## src/design/rfac_pkg.sv

```systemverilog
`default_nettype none

package rfac_pkg;

  // Field and datapath widths
  localparam int DataW       = 32;
  localparam int FuncW       = 3;
  localparam int FieldIdxW   = 4;
  localparam int NumSlotsDef = 10;

  // Bus widths, padded to whole bytes
  localparam int InBits  = FuncW + 3 * FieldIdxW + DataW;
  localparam int OutBits = 1 + FieldIdxW + 2 * DataW;
  localparam int InW     = ((InBits + 7) / 8) * 8;
  localparam int OutW    = ((OutBits + 7) / 8) * 8;

  // Operation codes
  typedef enum logic [FuncW-1:0] {
    FN_LOAD = 3'd0,
    FN_READ = 3'd1,
    FN_ADD  = 3'd2,
    FN_SUB  = 3'd3,
    FN_MUL  = 3'd4,
    FN_DIV  = 3'd5
  } func_e;

  // Sequencer to arithmetic unit
  typedef struct packed {
    logic  start;
    func_e op;
  } alu_req_t;

  // Arithmetic unit back to sequencer
  typedef struct packed {
    logic done;
    logic wr_ok;
  } alu_rsp_t;

endpackage

`default_nettype wire

```

## src/design/rfac_regfile.sv

```systemverilog
`default_nettype none

module rfac_regfile import rfac_pkg::*; #(
  parameter  int NUM_SLOTS = NumSlotsDef,
  localparam int RfIdxW    = (NUM_SLOTS > 1) ? $clog2(NUM_SLOTS) : 1
) (
  input  wire logic                   clk_i,
  input  wire logic                   rst_ni,
  input  wire logic [RfIdxW-1:0]      rd_a_addr_i,
  input  wire logic [RfIdxW-1:0]      rd_b_addr_i,
  output logic      [DataW-1:0]       rd_a_data_o,
  output logic      [DataW-1:0]       rd_b_data_o,
  input  wire logic                   wr_en_i,
  input  wire logic [RfIdxW-1:0]      wr_addr_i,
  input  wire logic [DataW-1:0]       wr_data_i
);

  logic [DataW-1:0] mem_q [NUM_SLOTS];
  logic [NUM_SLOTS-1:0] vld_q;
  logic [DataW-1:0] rd_a_q, rd_b_q;

  // Slot storage, no reset
  always_ff @(posedge clk_i) begin
    if (wr_en_i) begin
      mem_q[wr_addr_i] <= wr_data_i;
    end
  end

  // Written marks; an unwritten slot reads as zero
  always_ff @(posedge clk_i or negedge rst_ni) begin
    if (!rst_ni) begin
      vld_q <= '0;
    end else if (wr_en_i) begin
      vld_q[wr_addr_i] <= 1'b1;
    end
  end

  // Registered read ports
  always_ff @(posedge clk_i) begin
    rd_a_q <= vld_q[rd_a_addr_i] ? mem_q[rd_a_addr_i] : '0;
    rd_b_q <= vld_q[rd_b_addr_i] ? mem_q[rd_b_addr_i] : '0;
  end

  assign rd_a_data_o = rd_a_q;
  assign rd_b_data_o = rd_b_q;

endmodule

`default_nettype wire

```

## src/design/rfac_alu.sv

```systemverilog
`default_nettype none

module rfac_alu import rfac_pkg::*; (
  input  wire logic             clk_i,
  input  wire logic             rst_ni,
  input  wire alu_req_t         req_i,
  input  wire logic [DataW-1:0] a_i,
  input  wire logic [DataW-1:0] b_i,
  output alu_rsp_t              rsp_o,
  output logic      [DataW-1:0] res_o
);

  localparam int CntW = $clog2(DataW);
  localparam logic [CntW-1:0] LastStep = CntW'(DataW - 1);

  typedef enum logic [5:0] {
    A_IDLE  = 6'b000001,
    A_ARITH = 6'b000010,
    A_NEGA  = 6'b000100,
    A_NEGB  = 6'b001000,
    A_LOOP  = 6'b010000,
    A_NEGQ  = 6'b100000
  } alu_state_e;

  alu_state_e state_q, state_d;
  func_e op_q, op_d;
  logic [DataW-1:0] x_q, x_d;   // accumulator / partial remainder
  logic [DataW-1:0] y_q, y_d;   // multiplicand / dividend, then quotient
  logic [DataW-1:0] z_q, z_d;   // multiplier / divisor magnitude
  logic [DataW-1:0] res_q, res_d;
  logic [CntW-1:0]  cnt_q, cnt_d;
  logic neg_q, neg_d, dz_q, dz_d, done_q, done_d;

  // The one shared adder
  logic [DataW:0]   add_a, add_b;
  logic             add_ci;
  logic [DataW+1:0] add_s;
  logic             carry;

  assign add_s = {1'b0, add_a} + {1'b0, add_b} + {{(DataW+1){1'b0}}, add_ci};
  assign carry = add_s[DataW+1];

  // Adder operand select
  always_comb begin
    add_a  = '0;
    add_b  = '0;
    add_ci = 1'b0;
    case (state_q)
      A_ARITH: begin
        add_a  = {1'b0, y_q};
        add_b  = {1'b0, (op_q == FN_SUB) ? ~z_q : z_q};
        add_ci = (op_q == FN_SUB);
      end
      A_NEGA: begin
        add_b  = {1'b0, ~y_q};
        add_ci = 1'b1;
      end
      A_NEGB: begin
        add_b  = {1'b0, ~z_q};
        add_ci = 1'b1;
      end
      A_NEGQ: begin
        add_b  = {1'b0, ~y_q};
        add_ci = 1'b1;
      end
      A_LOOP: begin
        if (op_q == FN_DIV) begin
          // trial subtract of divisor from shifted remainder
          add_a  = {x_q, y_q[DataW-1]};
          add_b  = ~{1'b0, z_q};
          add_ci = 1'b1;
        end else begin
          add_a = {1'b0, x_q};
          add_b = {1'b0, y_q};
        end
      end
      default: ;
    endcase
  end

  // Sequencer and operand registers
  always_comb begin
    state_d = state_q;
    op_d    = op_q;
    x_d     = x_q;
    y_d     = y_q;
    z_d     = z_q;
    res_d   = res_q;
    cnt_d   = cnt_q;
    neg_d   = neg_q;
    dz_d    = dz_q;
    done_d  = 1'b0;
    case (state_q)
      A_IDLE: begin
        if (req_i.start) begin
          op_d  = req_i.op;
          x_d   = '0;
          y_d   = a_i;
          z_d   = b_i;
          cnt_d = '0;
          neg_d = a_i[DataW-1] ^ b_i[DataW-1];
          dz_d  = (b_i == '0);
          case (req_i.op)
            FN_MUL:  state_d = A_LOOP;
            FN_DIV:  state_d = A_NEGA;
            default: state_d = A_ARITH;
          endcase
        end
      end
      A_ARITH: begin
        res_d   = add_s[DataW-1:0];
        done_d  = 1'b1;
        state_d = A_IDLE;
      end
      A_NEGA: begin
        if (y_q[DataW-1]) begin
          y_d = add_s[DataW-1:0];
        end
        state_d = A_NEGB;
      end
      A_NEGB: begin
        if (z_q[DataW-1]) begin
          z_d = add_s[DataW-1:0];
        end
        state_d = A_LOOP;
      end
      A_LOOP: begin
        cnt_d = cnt_q + 1'b1;
        if (op_q == FN_DIV) begin
          x_d = carry ? add_s[DataW-1:0] : {x_q[DataW-2:0], y_q[DataW-1]};
          y_d = {y_q[DataW-2:0], carry};
          if (cnt_q == LastStep) begin
            state_d = A_NEGQ;
          end
        end else begin
          // shift-add multiply, low word only
          if (z_q[0]) begin
            x_d = add_s[DataW-1:0];
          end
          y_d = {y_q[DataW-2:0], 1'b0};
          z_d = {1'b0, z_q[DataW-1:1]};
          if (cnt_q == LastStep) begin
            res_d   = x_d;
            done_d  = 1'b1;
            state_d = A_IDLE;
          end
        end
      end
      A_NEGQ: begin
        res_d   = neg_q ? add_s[DataW-1:0] : y_q;
        done_d  = 1'b1;
        state_d = A_IDLE;
      end
      default: state_d = A_IDLE;
    endcase
  end

  always_ff @(posedge clk_i or negedge rst_ni) begin
    if (!rst_ni) begin
      state_q <= A_IDLE;
      done_q  <= 1'b0;
    end else begin
      state_q <= state_d;
      done_q  <= done_d;
    end
  end

  always_ff @(posedge clk_i) begin
    op_q  <= op_d;
    x_q   <= x_d;
    y_q   <= y_d;
    z_q   <= z_d;
    res_q <= res_d;
    cnt_q <= cnt_d;
    neg_q <= neg_d;
    dz_q  <= dz_d;
  end

  assign rsp_o.done  = done_q;
  assign rsp_o.wr_ok = !((op_q == FN_DIV) && dz_q);
  assign res_o       = res_q;

endmodule

`default_nettype wire

```

## src/design/register_file_alu_calculator.sv

```systemverilog
// Channel | Dir | Transfer when            | Payload
// s_axis  | in  | s_axis_tvalid & tready   | func, src_a, src_b, dest, immediate
// m_axis  | out | m_axis_tvalid & tready   | read_valid, read_index, read_value, slot_total
//
// One item at a time; s_axis_tready is high only while the sequencer is idle.
// Multiply and divide run on the shared adder,
// stepping one multiplier or quotient bit per cycle.
// Reset clears all slots (written marks) and the running total at once.
// A result waits in the output register; a held output stalls the next result.
`default_nettype none

module register_file_alu_calculator import rfac_pkg::*; #(
  parameter int NUM_SLOTS = NumSlotsDef
) (
  input  wire logic            clk_i,
  input  wire logic            rst_ni,
  input  wire logic            s_axis_tvalid,
  output logic                 s_axis_tready,
  // func[2:0], src_a[6:3], src_b[10:7], dest[14:11], immediate[46:15], zero pad
  input  wire logic [InW-1:0]  s_axis_tdata,
  output logic                 m_axis_tvalid,
  input  wire logic            m_axis_tready,
  // read_valid[0], read_index[4:1], read_value[36:5], slot_total[68:37], zero pad
  output logic      [OutW-1:0] m_axis_tdata
);

  localparam int RfIdxW = (NUM_SLOTS > 1) ? $clog2(NUM_SLOTS) : 1;
  localparam logic [FieldIdxW:0] SlotLim = (FieldIdxW+1)'(NUM_SLOTS);

  typedef enum logic [6:0] {
    ST_IDLE = 7'b0000001,
    ST_RDAB = 7'b0000010,
    ST_OPS  = 7'b0000100,
    ST_EXEC = 7'b0001000,
    ST_RDD  = 7'b0010000,
    ST_WB   = 7'b0100000,
    ST_TOT  = 7'b1000000
  } state_e;

  state_e state_q, state_d;

  // Input field unpacking
  func_e                in_func;
  logic [FieldIdxW-1:0] in_a, in_b, in_d;
  logic [DataW-1:0]     in_imm;
  logic                 dest_ok, srcs_ok, in_xfer;

  assign in_func = func_e'(s_axis_tdata[FuncW-1:0]);
  assign in_a    = s_axis_tdata[FuncW +: FieldIdxW];
  assign in_b    = s_axis_tdata[FuncW + FieldIdxW +: FieldIdxW];
  assign in_d    = s_axis_tdata[FuncW + 2*FieldIdxW +: FieldIdxW];
  assign in_imm  = s_axis_tdata[FuncW + 3*FieldIdxW +: DataW];
  assign dest_ok = {1'b0, in_d} < SlotLim;
  assign srcs_ok = dest_ok && ({1'b0, in_a} < SlotLim) && ({1'b0, in_b} < SlotLim);
  assign in_xfer = s_axis_tvalid && s_axis_tready;

  // Item registers
  func_e                func_q, func_d;
  logic [FieldIdxW-1:0] a_q, a_d, b_q, b_d, d_q, d_d;
  logic [DataW-1:0]     new_q, new_d, diff_q, diff_d, total_q, total_d;
  logic [DataW-1:0]     rval_q, rval_d;
  logic                 wr_q, wr_d, rvalid_q, rvalid_d;

  // Output register
  logic            ovld_q, ovld_d;
  logic [OutW-1:0] odata_q, odata_d;
  logic            out_free;

  assign out_free = !ovld_q || m_axis_tready;

  // Register file and arithmetic unit hookup
  logic [DataW-1:0] rd_a_data, rd_b_data, alu_res;
  logic             rf_wr_en;
  alu_req_t         alu_req;
  alu_rsp_t         alu_rsp;

  assign rf_wr_en      = (state_q == ST_WB) && wr_q;
  assign alu_req.start = (state_q == ST_OPS);
  assign alu_req.op    = func_q;

  rfac_regfile #(
    .NUM_SLOTS (NUM_SLOTS)
  ) u_regfile (
    .clk_i       (clk_i),
    .rst_ni      (rst_ni),
    .rd_a_addr_i ((state_q == ST_RDD) ? d_q[RfIdxW-1:0] : a_q[RfIdxW-1:0]),
    .rd_b_addr_i (b_q[RfIdxW-1:0]),
    .rd_a_data_o (rd_a_data),
    .rd_b_data_o (rd_b_data),
    .wr_en_i     (rf_wr_en),
    .wr_addr_i   (d_q[RfIdxW-1:0]),
    .wr_data_i   (new_q)
  );

  rfac_alu u_alu (
    .clk_i  (clk_i),
    .rst_ni (rst_ni),
    .req_i  (alu_req),
    .a_i    (rd_a_data),
    .b_i    (rd_b_data),
    .rsp_o  (alu_rsp),
    .res_o  (alu_res)
  );

  // Sequencer
  always_comb begin
    state_d  = state_q;
    func_d   = func_q;
    a_d      = a_q;
    b_d      = b_q;
    d_d      = d_q;
    new_d    = new_q;
    diff_d   = diff_q;
    total_d  = total_q;
    rval_d   = rval_q;
    wr_d     = wr_q;
    rvalid_d = rvalid_q;
    ovld_d   = ovld_q && !m_axis_tready;
    odata_d  = odata_q;
    case (state_q)
      ST_IDLE: begin
        if (in_xfer) begin
          func_d   = in_func;
          a_d      = in_a;
          b_d      = in_b;
          d_d      = in_d;
          new_d    = in_imm;
          diff_d   = '0;
          wr_d     = 1'b0;
          rvalid_d = 1'b0;
          state_d  = ST_TOT;
          case (in_func) inside
            FN_LOAD: begin
              if (dest_ok) begin
                wr_d    = 1'b1;
                state_d = ST_RDD;
              end
            end
            FN_READ: begin
              if (dest_ok) begin
                rvalid_d = 1'b1;
                state_d  = ST_RDD;
              end
            end
            FN_ADD, FN_SUB, FN_MUL, FN_DIV: begin
              if (srcs_ok) begin
                state_d = ST_RDAB;
              end
            end
            default: ;
          endcase
        end
      end
      ST_RDAB: state_d = ST_OPS;
      ST_OPS:  state_d = ST_EXEC;
      ST_EXEC: begin
        if (alu_rsp.done) begin
          new_d   = alu_res;
          wr_d    = alu_rsp.wr_ok;
          state_d = ST_RDD;
        end
      end
      ST_RDD: state_d = ST_WB;
      ST_WB: begin
        // old dest contents are on read port A now
        rval_d  = rd_a_data;
        diff_d  = wr_q ? (new_q - rd_a_data) : '0;
        state_d = ST_TOT;
      end
      ST_TOT: begin
        if (out_free) begin
          total_d = total_q + diff_q;
          ovld_d  = 1'b1;
          odata_d = OutW'({total_d,
                           rvalid_q ? rval_q : {DataW{1'b0}},
                           rvalid_q ? d_q : {FieldIdxW{1'b0}},
                           rvalid_q});
          state_d = ST_IDLE;
        end
      end
      default: state_d = ST_IDLE;
    endcase
  end

  always_ff @(posedge clk_i or negedge rst_ni) begin
    if (!rst_ni) begin
      state_q <= ST_IDLE;
      total_q <= '0;
      ovld_q  <= 1'b0;
    end else begin
      state_q <= state_d;
      total_q <= total_d;
      ovld_q  <= ovld_d;
    end
  end

  always_ff @(posedge clk_i) begin
    func_q   <= func_d;
    a_q      <= a_d;
    b_q      <= b_d;
    d_q      <= d_d;
    new_q    <= new_d;
    diff_q   <= diff_d;
    rval_q   <= rval_d;
    wr_q     <= wr_d;
    rvalid_q <= rvalid_d;
    odata_q  <= odata_d;
  end

  assign s_axis_tready = (state_q == ST_IDLE);
  assign m_axis_tvalid = ovld_q;
  assign m_axis_tdata  = odata_q;

  // The running total moves only when a result is loaded
  a_total_hold: assert property (@(posedge clk_i) disable iff (!rst_ni)
    (state_q != ST_TOT) |=> $stable(total_q))
    else $error("running total changed outside result load");

  // The arithmetic unit finishes only while the sequencer waits for it
  a_alu_done: assert property (@(posedge clk_i) disable iff (!rst_ni)
    alu_rsp.done |-> (state_q == ST_EXEC))
    else $error("arithmetic done outside execute");

  // Slot writes only go to slots that exist
  a_wr_range: assert property (@(posedge clk_i) disable iff (!rst_ni)
    rf_wr_en |-> ({1'b0, d_q} < SlotLim))
    else $error("slot write out of range");

  // A read result is only ever produced by a read item
  a_read_src: assert property (@(posedge clk_i) disable iff (!rst_ni)
    ((state_q == ST_TOT) && out_free && rvalid_q) |-> (func_q == FN_READ))
    else $error("read flag on a non-read item");

  // An accepted item holds off the next one: s_axis_tready is low in the next cycle
  a_one_item: assert property (@(posedge clk_i) disable iff (!rst_ni)
    in_xfer |=> !s_axis_tready)
    else $error("second item accepted while busy");

endmodule

`default_nettype wire

```

## config.mk

```make
export PLATFORM = sky130hd
export DESIGN_NAME = register_file_alu_calculator
export DESIGN_NICKNAME = d
export VERILOG_FILES = /design/src/design/rfac_pkg.sv /design/src/design/rfac_regfile.sv /design/src/design/rfac_alu.sv /design/src/design/register_file_alu_calculator.sv
export SDC_FILE = /design/constraint.sdc
export NUM_CORES = 1
export LEC_CHECK = 0
export BUFFER_PORTS_ARGS = -buffer_cell sky130_fd_sc_hd__buf_2
export CAP_MARGIN = 20
export CORE_MARGIN = 10
export CORE_UTILIZATION = 40
export CTS_BUF_LIST = sky130_fd_sc_hd__clkbuf_8 sky130_fd_sc_hd__clkbuf_16
export CTS_CLUSTER_SIZE = 10
export DETAILED_ROUTE_END_ITERATION = 8
export GPL_ROUTABILITY_DRIVEN = 0
export SLEW_MARGIN = 30
export SYNTH_ARGS = -nofsm -noshare
export SYNTH_HDL_FRONTEND = slang
export SYNTH_SLANG_ARGS = --single-unit
```

## constraint.sdc

```tcl
create_clock -name clk_i -period 16.1 [get_ports clk_i]
set_input_delay 4.83 -clock clk_i [delete_from_list [all_inputs] [get_ports clk_i]]
set_output_delay 4.83 -clock clk_i [all_outputs]
set_load 0.01 [all_outputs]
```

==> results.yml <==
status:
  status: "complete, no violations"
clocking:
  cts_root_buf: "clkbuf_16"
  cts_max_path_buffers: 3
  htreeDepth: 3
  cts_setup_buffers: 0
  clk_pin_slew_ps: 50
  cts_resized: 0
  ctsHoldBuffers: 0
  cts.sinks: 761
  clk_latency_ps: 670
  cts_buffers: 88
  cts_tree: "done"
route:
  vias_per_cell: 5.93
  vias: 28674
  ant_nets: 0
  drt_iter0_drc: 3372
  wirelength_mm: 121
  firstDrtPassIters: 6
  drc: 0
  detail_route.wl_per_cell_um: 25.0
logic_synthesis:
  yosysTopAreaCell: "edfxtp_1"
  synthFlopType: "edfxtp_1"
  synth_area_leaders: "edfxtp_1 (50%), nand2_1 (5.9%), mux4_2 (3.9%), dfrtp_1 (3.6%), dfxtp_1 (3.3%)"
  syn_inst: 3428
  yosysMostFrequentCell: "edfxtp_1"
  synth.distinct_cells: 77
  synth_seq_cells: 761
  ys_warn_count: 0
  avgSynthCellArea_um2: 11.2
  synthTopCellsByCount: "edfxtp_1 (640), nand2_1 (606), a21oi_1 (184)"
  synth-seq-area-share: 0.569
  async_reset_ff_frac: 0.0749
  synth-edff-count: 640
  synth_top_area_share: 0.499
  syn_area_um2: 38600
global_routing:
  grt_pass1_wl_mm: 177
  track_usage: 0.215
  antenna_found_initial: 6
  first_global_vias: 27715
  grt_max_degree: 133
  grt-ovfl-total: 0
sta:
  grt_setup_unrepaired: "no"
  setup_violations: 0
  final.setup.tns_ps: 0
  drv_slew: 0
  finalHoldViolCount: 0
  skew_ps: 31.3
  period_share: 0.457
  worst_slack_ps: 8740
  period_needed_ps: 7360
  slew_headroom: 0.325
  worst_pin_slew_ps: 1010
  fmax_mhz: 136
floorplan:
  die_y_um: 330
  die_w_um: 330
  core_area_um2: 95300
  start_util: 0.405
  row_count: 113
  num_io_pins: 126
  die_area_um2: 109000
worst_setup_path:
  cp.required_ps: 11270
  cp_max_fo: 6
  cp_data_arrival_time_ps: 2530
  startpoint_type: "flop"
  crit_path_end_kind: "output pin"
  crit_type: "reg2out"
power_and_ir_drop:
  vdd_drop_max_uv: 88.4
  powerDensity_nw_per_um2: 142
  cellLeakagePower_nw: 16.5
finish:
  area_growth_pct: 12.4
  final_util: 0.455
  nets: 3640
  drive_gt1_frac: 0.122
  nFillCells: 8804
run:
  cap_violations: 0
placed_design:
  place_ws_ps: 9030
  portBuffers: 121
  dp_hpwl_mm: 78.0
hold_path:
  hold_path.class: "reg2reg"
## cell usage in the layout, fill, tap and decap left out, drive strengths merged, types with 24 or more instances in the layout
master,synthesis,routed
clkbuf,160,94
mux2,24,24
and3,85,85
a22oi,42,42
a311oi,36,36
nor2,179,179
ha,96,96
nor3,24,24
mux2i,100,100
dfrtp,55,55
and2,51,51
nand2,606,606
nor2b,44,44
a222oi,32,32
xnor2,51,51
o21ai,184,184
nand3,123,123
dfxtp,64,64
a211oi,91,91
a311o,36,36
mux4,66,66
edfxtp,640,640
a31oi,28,28
a21o,42,42
a21oi,185,185
buf,55,183
xor2,37,37
inv,100,166
## metrics by stage
stage	hold slack, ps	power (mW)	area (um^2)	cells
finish	475	6.17	43300	4832
detailed placement	455	4.34	40600	4662
floorplan	418	3.76	38600	3430
global route	477	6.45	43300	4829
global placement	451	4.33	40600	4660
CTS	471	6.18	43300	4828
## cells by family after synthesis
family                   after synthesis  share of synthesized area
AO/OA/AOI/OAI                        766                      0.133
XOR/XNOR                              88                     0.0200
adder cells (fa/ha/maj)              100                     0.0332
buffers and inverters                315                     0.0320
flip-flops                           761                      0.569
multiplexers                         190                     0.0715
other                                  1                  0.0000973
AND/OR/NAND/NOR                     1207                      0.142
## final timing paths
path	start	endpoint	slack, ps	cells past startpoint
hold reg to reg	func_q[2]	u_alu.op_q[2]	470	0
setup / recovery	state_q[1]	s_axis_tready	8740	4
min in group asynchronous	rst_ni	total_q[1]	4350	2
hold / removal	func_q[2]	u_alu.op_q[2]	470	0
setup reg to reg	u_alu.state_q[0]	u_alu.x_q[0]	9840	18
max in group asynchronous	rst_ni	u_alu.state_q[1]	11170	2
## where the power goes
part           total, mW  internal [mW]  switching, mW
combinational       1.57          0.606          0.967
sequential          2.75           2.46          0.289
clock               1.84           1.03          0.816
## critical path, stage by stage, from the launching register on
cell	delay, ps
dfrtp_1	420
nor3_1	390
nand2_1	150
nor3b_1	630
buf_2	280
## final cells by class
class	instances	area (um^2)	area share
tap	1265	1580	0.0365
clock inverter	72	389	0.00898
timing repair buffer	183	1140	0.0263
inverter	100	378	0.00872
multi-input combinational	2354	15600	0.360
clock buffer	94	2300	0.0530
antenna	3	7.51	0.000173
sequential	761	21900	0.506
## flip-flops by register name, summed over array words and instances (netlist names), 4 cells and up
register / count
u_alu.z_q: 32
new_q: 32
u_alu.x_q: 32
d_q: 4
m_axis_tdata: 69
u_alu.state_q: 6
u_regfile.vld_q: 10
u_regfile.rd_a_data_o: 32
u_alu.y_q: 32
total_q: 32
a_q: 4
b_q: 4
u_regfile.mem_q: 320
rval_q: 32
state_q: 7
u_alu.res_o: 32
diff_q: 32
u_regfile.rd_b_data_o: 32
u_alu.cnt_q: 5
## routing by layer
layer  track usage  up-vias  routed length, um
met2         0.342     1270              55300
met4         0.103        0               5440
met5             0        -                  0
met3        0.0361      257              10600
li1              -    12930                  -
met1         0.284    14217              49200
(Power assumes the default switching activity.)
